<file path="config.mk">
export PLATFORM = sky130hd
export DESIGN_NAME = field_pixel_classifier
export DESIGN_NICKNAME = d
export VERILOG_FILES = /design/src/fpc_pkg.sv /design/src/field_pixel_classifier.sv
export SDC_FILE = /design/constraint.sdc
export NUM_CORES = 2
export LEC_CHECK = 0
export ABC_CLOCK_PERIOD_IN_PS = 13100
export BUFFER_PORTS_ARGS = -buffer_cell sky130_fd_sc_hd__buf_2
export CAP_MARGIN = 20
export CORE_MARGIN = 2
export CORE_UTILIZATION = 39
export DETAILED_ROUTE_END_ITERATION = 7
export HOLD_SLACK_MARGIN = 0.02
export PLACE_DENSITY = 0.57
export SLEW_MARGIN = 20
export SYNTH_ARGS = -nofsm -noshare
export SYNTH_HDL_FRONTEND = slang
export SYNTH_SLANG_ARGS = --single-unit
</file>
<file path="constraint.sdc">
create_clock -name clk -period 13.1 [get_ports clk]
set_input_delay 1.31 -clock clk [delete_from_list [all_inputs] [get_ports clk]]
set_output_delay 1.31 -clock clk [all_outputs]
set_load 0.1 [all_outputs]
</file>
<file path="src/fpc_pkg.sv">
package fpc_pkg;

  localparam int NUM_REGS  = 8;
  localparam int CFG_IDX_W = $clog2(NUM_REGS);
  localparam int NUM_CAND  = 6;
  localparam int DIV_STAGES = 4;
  localparam int PIPE_DEPTH = DIV_STAGES + 2;

  // register indexes
  localparam logic [CFG_IDX_W-1:0] REG_GREEN_PEAK  = 3'd0;
  localparam logic [CFG_IDX_W-1:0] REG_GREEN_WIN   = 3'd1;
  localparam logic [CFG_IDX_W-1:0] REG_BLUE_PEAK   = 3'd2;
  localparam logic [CFG_IDX_W-1:0] REG_BLUE_WIN    = 3'd3;
  localparam logic [CFG_IDX_W-1:0] REG_RED_PEAK    = 3'd4;
  localparam logic [CFG_IDX_W-1:0] REG_RED_WIN     = 3'd5;
  localparam logic [CFG_IDX_W-1:0] REG_GRAY_PEAK   = 3'd6;
  localparam logic [CFG_IDX_W-1:0] REG_GRAY_WIN    = 3'd7;

  // stage codes
  localparam logic [2:0] STG_NONE   = 3'd0;
  localparam logic [2:0] STG_CYAN   = 3'd1;
  localparam logic [2:0] STG_GREEN  = 3'd2;
  localparam logic [2:0] STG_BLUE   = 3'd3;
  localparam logic [2:0] STG_RED    = 3'd4;
  localparam logic [2:0] STG_GRAY   = 3'd5;
  localparam logic [2:0] STG_ALL    = 3'd6;
  localparam logic [2:0] STG_MASKED = 3'd7;

  typedef struct packed {
    logic [7:0] blue_value;
    logic [7:0] green_value;
    logic [7:0] red_value;
    logic [7:0] gray_value;
    logic       outside_mask;
  } fpc_in_t;

  typedef struct packed {
    logic       non_field;
    logic [2:0] stage_reached;
    logic [7:0] feature_value;
    logic [7:0] reliability;
  } fpc_out_t;

  typedef struct packed {
    logic [15:0] rem;
    logic [7:0]  den;
    logic [7:0]  quo;
  } fpc_div_t;

  typedef struct packed {
    logic                       masked;
    logic                       non_field;
    logic [2:0]                 stage;
    logic [7:0]                 b;
    logic [7:0]                 g;
    logic [7:0]                 r;
    logic [7:0]                 y;
    fpc_div_t [NUM_CAND-1:0]    div;
  } fpc_work_t;

  function automatic logic [7:0] fpc_sat_sum(logic [7:0] a, logic [7:0] b);
    logic [8:0] s;
    s = {1'b0, a} + {1'b0, b};
    return s[8] ? 8'hFF : s[7:0];
  endfunction

  function automatic logic fpc_within(logic [7:0] v, logic [7:0] peak, logic [7:0] win);
    logic [7:0] d;
    d = (v >= peak) ? v - peak : peak - v;
    return d <= win;
  endfunction

  // Sets up num/den for the two-sided scale; fixed results go out as num / 1.
  function automatic fpc_div_t fpc_prep(logic [7:0] v, logic [7:0] t);
    logic [15:0] d16;
    fpc_div_t    p;
    d16   = '0;
    p.quo = '0;
    p.den = 8'd1;
    p.rem = '0;
    if (v < t) begin
      if (v != 8'd0) begin
        d16   = {8'd0, t - v};
        p.rem = (d16 << 8) - d16;
        p.den = t;
      end
    end else if (v == 8'hFF) begin
      p.rem = 16'd255;
    end else if (v > t) begin
      d16   = {8'd0, v - t};
      p.rem = (d16 << 8) - d16;
      p.den = 8'hFF - t;
    end else begin
      // equal: v / t is 1 for t >= 128, else v / (255 - t) is 0
      p.rem = {15'd0, t[7]};
    end
    return p;
  endfunction

  // one restoring step; quotient always fits 8 bits
  function automatic fpc_div_t fpc_div_step(fpc_div_t x, logic [2:0] pos);
    logic [15:0] sh;
    fpc_div_t    o;
    o  = x;
    sh = {8'd0, x.den} << pos;
    if (x.rem >= sh) begin
      o.rem      = x.rem - sh;
      o.quo[pos] = 1'b1;
    end
    return o;
  endfunction

endpackage

</file>
<file path="src/field_pixel_classifier.sv">
// Pixel field classifier.
// Input channel in_valid/in_ready/in_data carries one pixel beat (blue, green,
// red, gray, mask bit). Output channel out_valid/out_ready/out_data carries one
// result beat per pixel: non-field flag, deepest test stage, feature value and
// reliability. Results come out in input order.
// Config: cfg_we/cfg_index/cfg_wdata write the peak and window registers, one
// per cycle; write only while no pixel is in flight.
// Throughput: one pixel per clock while the output is not stalled. The six
// reliability divides run in parallel through four divider stages of two
// quotient bits each; prep and min-select take one stage each.
// Reset (synchronous, rst_n low) clears config registers and all valid bits.
// Stall: each stage holds while the one after it is full and stalled, so a
// bubble anywhere is squeezed out and in_ready drops only when all six
// stages hold beats.
module field_pixel_classifier (
  input  logic                               clk,
  input  logic                               rst_n,
  input  logic                               in_valid,
  output logic                               in_ready,
  input  fpc_pkg::fpc_in_t                   in_data,
  output logic                               out_valid,
  input  logic                               out_ready,
  output fpc_pkg::fpc_out_t                  out_data,
  input  logic                               cfg_we,
  input  logic [fpc_pkg::CFG_IDX_W-1:0]      cfg_index,
  input  logic [7:0]                         cfg_wdata
);

  logic [7:0] cfg_r [fpc_pkg::NUM_REGS];

  logic [fpc_pkg::PIPE_DEPTH-1:0] vld_r;
  logic [fpc_pkg::PIPE_DEPTH-1:0] adv;
  fpc_pkg::fpc_work_t in_work;
  fpc_pkg::fpc_work_t work_r  [fpc_pkg::DIV_STAGES+1];
  fpc_pkg::fpc_work_t work_nxt[fpc_pkg::DIV_STAGES+1];
  fpc_pkg::fpc_out_t  out_r, out_nxt;

  logic [7:0] thr_g, thr_b, thr_r, thr_y;

  always_ff @(posedge clk) begin
    if (!rst_n) begin
      for (int i = 0; i < fpc_pkg::NUM_REGS; i++) cfg_r[i] <= '0;
    end else if (cfg_we) begin
      cfg_r[cfg_index] <= cfg_wdata;
    end
  end

  assign thr_g = fpc_pkg::fpc_sat_sum(cfg_r[fpc_pkg::REG_GREEN_PEAK],
                                      cfg_r[fpc_pkg::REG_GREEN_WIN]);
  assign thr_b = fpc_pkg::fpc_sat_sum(cfg_r[fpc_pkg::REG_BLUE_PEAK],
                                      cfg_r[fpc_pkg::REG_BLUE_WIN]);
  assign thr_r = fpc_pkg::fpc_sat_sum(cfg_r[fpc_pkg::REG_RED_PEAK],
                                      cfg_r[fpc_pkg::REG_RED_WIN]);
  assign thr_y = fpc_pkg::fpc_sat_sum(cfg_r[fpc_pkg::REG_GRAY_PEAK],
                                      cfg_r[fpc_pkg::REG_GRAY_WIN]);

  // a stage moves when it is empty or the next one moves
  always_comb begin
    adv[fpc_pkg::PIPE_DEPTH-1] = !vld_r[fpc_pkg::PIPE_DEPTH-1] || out_ready;
    for (int k = fpc_pkg::PIPE_DEPTH-2; k >= 0; k--) adv[k] = !vld_r[k] || adv[k+1];
  end

  assign in_ready = adv[0];

  // stage 0: tests and divider setup
  always_comb begin
    logic [7:0] b, g, r, y;
    fpc_pkg::fpc_work_t w;
    b = in_data.blue_value;
    g = in_data.green_value;
    r = in_data.red_value;
    y = in_data.gray_value;
    w.masked    = in_data.outside_mask;
    w.b = b; w.g = g; w.r = r; w.y = y;
    w.non_field = 1'b1;
    w.stage     = fpc_pkg::STG_NONE;
    if (r < g) begin
      w.stage = fpc_pkg::STG_CYAN;
      if (b < g) begin
        w.stage = fpc_pkg::STG_GREEN;
        if (fpc_pkg::fpc_within(g, cfg_r[fpc_pkg::REG_GREEN_PEAK],
                                cfg_r[fpc_pkg::REG_GREEN_WIN])) begin
          w.stage = fpc_pkg::STG_BLUE;
          if (fpc_pkg::fpc_within(b, cfg_r[fpc_pkg::REG_BLUE_PEAK],
                                  cfg_r[fpc_pkg::REG_BLUE_WIN])) begin
            w.stage = fpc_pkg::STG_RED;
            if (fpc_pkg::fpc_within(r, cfg_r[fpc_pkg::REG_RED_PEAK],
                                    cfg_r[fpc_pkg::REG_RED_WIN])) begin
              w.stage = fpc_pkg::STG_GRAY;
              if (fpc_pkg::fpc_within(y, cfg_r[fpc_pkg::REG_GRAY_PEAK],
                                      cfg_r[fpc_pkg::REG_GRAY_WIN])) begin
                w.stage     = fpc_pkg::STG_ALL;
                w.non_field = 1'b0;
              end
            end
          end
        end
      end
    end
    w.div[0] = fpc_pkg::fpc_prep(r, g);
    w.div[1] = fpc_pkg::fpc_prep(b, g);
    w.div[2] = fpc_pkg::fpc_prep(g, thr_g);
    w.div[3] = fpc_pkg::fpc_prep(b, thr_b);
    w.div[4] = fpc_pkg::fpc_prep(r, thr_r);
    w.div[5] = fpc_pkg::fpc_prep(y, thr_y);
    in_work = w;
  end

  // divider stages: two quotient bits each, MSB first
  always_comb begin
    work_nxt[0] = in_work;
    for (int k = 1; k <= fpc_pkg::DIV_STAGES; k++) begin
      work_nxt[k] = work_r[k-1];
      for (int c = 0; c < fpc_pkg::NUM_CAND; c++) begin
        work_nxt[k].div[c] = fpc_pkg::fpc_div_step(work_nxt[k].div[c], 3'(9 - 2*k));
        work_nxt[k].div[c] = fpc_pkg::fpc_div_step(work_nxt[k].div[c], 3'(8 - 2*k));
      end
    end
  end

  // least reliability over the stages entered; ties keep the earlier one
  always_comb begin
    fpc_pkg::fpc_work_t w;
    logic [7:0] feat [fpc_pkg::NUM_CAND];
    logic [7:0] rel, fv;
    w = work_r[fpc_pkg::DIV_STAGES];
    feat[0] = w.r; feat[1] = w.b; feat[2] = w.g;
    feat[3] = w.b; feat[4] = w.r; feat[5] = w.y;
    rel = w.div[0].quo;
    fv  = feat[0];
    for (int c = 1; c < fpc_pkg::NUM_CAND; c++) begin
      if (3'(c) <= w.stage && rel > w.div[c].quo) begin
        rel = w.div[c].quo;
        fv  = feat[c];
      end
    end
    if (w.masked) begin
      out_nxt.non_field     = 1'b0;
      out_nxt.stage_reached = fpc_pkg::STG_MASKED;
      out_nxt.feature_value = '0;
      out_nxt.reliability   = '0;
    end else begin
      out_nxt.non_field     = w.non_field;
      out_nxt.stage_reached = w.stage;
      out_nxt.feature_value = fv;
      out_nxt.reliability   = rel;
    end
  end

  always_ff @(posedge clk) begin
    if (!rst_n) begin
      vld_r <= '0;
    end else begin
      if (adv[0]) vld_r[0] <= in_valid;
      for (int k = 1; k < fpc_pkg::PIPE_DEPTH; k++) begin
        if (adv[k]) vld_r[k] <= vld_r[k-1];
      end
    end
  end

  always_ff @(posedge clk) begin
    for (int k = 0; k <= fpc_pkg::DIV_STAGES; k++) begin
      if (adv[k]) work_r[k] <= work_nxt[k];
    end
    if (adv[fpc_pkg::PIPE_DEPTH-1]) out_r <= out_nxt;
  end

  assign out_valid = vld_r[fpc_pkg::PIPE_DEPTH-1];
  assign out_data  = out_r;

endmodule

</file>
# Word level (Yosys, flattened, before mapping)
# Memory sizes are Yosys's and may differ from the RTL's.
# Index checks and enable logic that the tools add are counted.
# totals
ramBits	1209
output_inout_bits	22
rom_bits	0
latch_bits	0
reg_bits	26
in_bits	49
mem_count	2
elab_cells	378
# op_classes
n_shift	0
n_bitwise	0
n_div	0
n_addsub	89
mul	0
order_cmp	78
n_mux	173
n_eq_ne	4
reduce_logical	22
# mem_list
name	words	word_bits	rd	rd_ports_with_merged_regs	wr	line_no	rtl
work_r	5	229	5	0	5	field_pixel_classifier.sv:34	fpc_pkg::fpc_work_t work_r [fpc_pkg::DIV_STAGES+1];
cfg_r	8	8	8	0	8	field_pixel_classifier.sv:29	logic [7:0] cfg_r [fpc_pkg::NUM_REGS];
# ops
operator	n
16-bit 2-to-1 mux	60
24-bit 2-to-1 mux	12
16-bit by 8-bit subtractor with 16-bit output	18
8-bit 2-to-1 mux	31
8-bit subtractor	20
16-bit by 10-bit >= comparator with 1-bit output	6
16-bit by 11-bit >= comparator with 1-bit output	6
16-bit by 12-bit >= comparator with 1-bit output	6
16-bit by 13-bit >= comparator with 1-bit output	6
16-bit by 14-bit >= comparator with 1-bit output	6
16-bit by 15-bit >= comparator with 1-bit output	6
16-bit by 8-bit >= comparator with 1-bit output	6
16-bit by 9-bit >= comparator with 1-bit output	6
16-bit by 10-bit subtractor with 16-bit output	6
16-bit by 11-bit subtractor with 16-bit output	6
16-bit by 12-bit subtractor with 16-bit output	6
16-bit by 13-bit subtractor with 16-bit output	6
16-bit by 14-bit subtractor with 16-bit output	6
16-bit by 15-bit subtractor with 16-bit output	6
16-bit by 9-bit subtractor with 16-bit output	6
8-bit greater-than comparator	11
1-bit 2-to-1 mux	63
8-bit < comparator	6
8-bit subtractor (first input constant)	5
other kinds (14)	50

# Longest topological paths before layout
# An unclocked memory read counts as a cell.
# logic_depth
word_depth	16
depth_mapped	50
mapped_depth_nobuf	44

# Worst setup path after synthesis
# No wires, ideal clock.
# synth_path
kind	register to register
start	mem work_r[0][922] (netlist bit)
end	reg out_r, in the netlist out_data[10] (data pin)
setup_time_ns	0.298
required_time_ns	12.802
path_stages_with_launch	46
arrival_time_ns	9.450
n_path_buf	7
setup_slack_ns	3.352
period_less_slack_ns	9.748
path_cell_list	edfxtp_1 -> ha_1 -> nand3_1 -> nor2_1 -> a221o_1 -> a21oi_1 -> buf_1 -> mux2i_1 -> inv_1 -> ha_1 -> nor2b_1 -> o21a_1 -> o21ai_0 -> a21oi_1 -> o31ai_1 -> clkbuf_1 -> clkbuf_1 -> a21oi_1 -> [10 not listed] -> a21o_1 -> a21o_1 -> a21oi_1 -> o21ai_0 -> o211a_1 -> clkbuf_1 -> nor2_1 -> clkbuf_1 -> a21oi_1 -> ha_1 -> nor2b_1 -> o21ai_0 -> nand2b_1 -> a21oi_1 -> o21ai_0 -> nand2_1 -> nor4b_1 -> a2111oi_0
# synth_rtl
element	line_no	rtl
start, declared	field_pixel_classifier.sv:34	
end signal, assigned	field_pixel_classifier.sv:165	if (adv[fpc_pkg::PIPE_DEPTH-1]) out_r <= out_nxt;
end, declared	field_pixel_classifier.sv:36	fpc_pkg::fpc_out_t out_r, out_nxt;

==> results.cfg <==
[status]
outcome = complete, no violations

[min_path]
worstHoldPathCells = 0
hold_path.startpoint = work_r[0][905]
worstHoldPathType = reg -> reg
hold-path-endpoint = work_r[0][1134]

[clock_tree]
hold_buffers = 0
clock_path_buffers = 3
clockRootBuffer = clkbuf_16
cts_tree = built
ctsResizeCount = 0
cts_buffers = 104
htreeDepth = 3
cts_sinks = 971
cts_setup_buffers = 0
clk_pin_slew_worst_paths_ps = 60
clk_latency_ps = 720

[critical_path]
r2r_end = out_data[8]
cp-start-kind = flip-flop
cp_slowest_cell = nor2_1
rrSetupSlack_ps = 1460
cp_max_fo = 20
required_ps = 13530
max_stage_delay_ps = 900
crit_arrival_ps = 12080
worstSetupPathType = reg -> reg
r2r_start = work_r[0][918]
reg2reg_depth = 42
critPathCaptureType = flip-flop

[timing]
relSlewSlack = 0.155
min_period_ps = 11640
tightestPinTransition_ps = 1250
hold_viol = 0
clock_skew_ps = 37.2
setup_viol = 0
worst_slack_ps = 1460
max_freq_ghz = 0.0859
timing.final.crit_share = 0.889
rsz0062_at_grt = no
tns_ps = 0
slew_violations = 0

[routing]
via_per_inst = 5.36
dr.pass1.iters = 5
wirelength_um = 169000
vias = 48900
wire_per_inst_um = 18.5
drc_errors = 0
ant_nets = 0
dr.first_iter.drc_count = 3143

[cells_and_area]
drive_above_1_share = 0.0724
area_growth_pct = 9.76
multi_input_area_mm2 = 0.0357
n_fill_cell = 16300
layoutNonFillerInstCount = 9131
fin_nets = 7505
final-seq-area_mm2 = 0.0291

[die]
dieArea_mm2 = 0.177
die_x_um = 420
pin_count = 71
initial_core_util = 0.393
die_h_um = 420
num_rows = 152
core_area_mm2 = 0.172

[synth]
postSynth.asyncResetShare = 0
netlist_area_mm2 = 0.0675
synth_area_leaders = edfxtp_1 (43%), ha_1 (12%), inv_1 (3.5%), xnor2_1 (3.4%), o21ai_0 (3.2%)
ys.warnings.count = 0
ys_ff_latch = 971
syn-num-nets = 7406
synth_ff_type = edfxtp_1
yosysUniqueCellTypes = 99
ys_seq_area_frac = 0.431
synth.most_common_cell = edfxtp_1
postSynthCellCount = 6635
synth_top_area_share = 0.429
netlist.top_cell.by_area = edfxtp_1
synthTopCellsByCount = edfxtp_1 (965), ha_1 (656), inv_1 (621)
syn_avg_cell_area_um2 = 10.2
synth_edf_count = 965

[grt]
grt_max_degree = 132
antenna_found_initial = 4
grt.total_usage = 0.190
overflow = 0
grt_pass1_wl_um = 267000
grt_pass1_vias = 47900

[flow_run]
drv_cap = 0

[placed_design]
dp.final_hpwl_um = 132000
io_buffers = 70
placed_cells = 8938
dp_slack_ps = 1580
gp_congestion = 0.886
critical path, delay by kind of cell, from the launching register on:
kind                     cells  cell delay [ps]
multiplexers                 2              810
AND/OR/NAND/NOR             11             2380
flip-flops                   1              400
adder cells (fa/ha/maj)      5             1590
AO/OA/AOI/OAI               22             5820
buffers and inverters        2              370
worst max path at each step:
stage / startpoint / endpoint / slack [ps] / depth (start not counted)
floorplan: work_r[0][922] / out_data[10] / 3350 / 45
global placement: work_r[0][918] / out_data[11] / 1840 / 42
detailed placement: work_r[0][918] / out_data[8] / 1580 / 42
CTS: work_r[0][918] / out_data[8] / 1510 / 42
global route: work_r[0][918] / out_data[8] / 370 / 43
finish: work_r[0][918] / out_data[8] / 1460 / 42
cell families (layout without fill, tap and decap cells):
group                      Yosys count  in the layout  synth area share
AOI/OAI and AO/OA                 1638           1638             0.154
xor gates and xnor gates           375            375            0.0486
adders and majority gates          722            722             0.141
muxes                              235            235            0.0376
buffers and inverters              742            927            0.0417
DFF                                971            971             0.431
other                                0              1                 0
and+or+nand+nor                   1952           1952             0.146
per-layer routing:
metal  part of all wire  global-route usage
met5                  0                   0
met4              0.025              0.0514
met3              0.038              0.0168
met2               0.46               0.317
met1               0.47               0.264
cells in the final DEF, fill, tap and decap left out, types with 97 or more instances in the layout:
cell,count
nand4_1,110
nor2_1,508
o21ai_0,426
nand2_1,415
ha_1,656
a21oi_1,416
nand2b_1,115
o21a_1,108
xnor2_1,261
xor2_1,114
mux2_2,136
and2_1,97
a21o_1,136
edfxtp_1,965
nor3_1,142
inv_1,619
nor2b_1,160
clkbuf_16,104
sequential cells by signal (all words and copies together), names as in the netlist:
name      flops
cfg_r        64
work_r      881
vld_r         6
out_data     20
area by class of cell:
cell class,instances,share of cell area
inverters,624,0.0318
clock inverters,75,0.0107
multi-input cells,4922,0.481
well taps,2310,0.0390
flip-flops and latches,971,0.393
repair buffers,111,0.00893
diodes,1,0.0000338
clock buffers,117,0.0358
through the flow:
step,instance area [um2],hold slack [ps],util
final,74100,400,0.432
after global routing,74100,404,0.432
after CTS,74100,386,0.431
after detailed placement,70700,405,0.411
after global placement,70700,401,0.411
after floorplan,67500,400,-
Power is not shown: default switching activity piles up to over one toggle a cycle in this logic, so the estimate is an artifact.
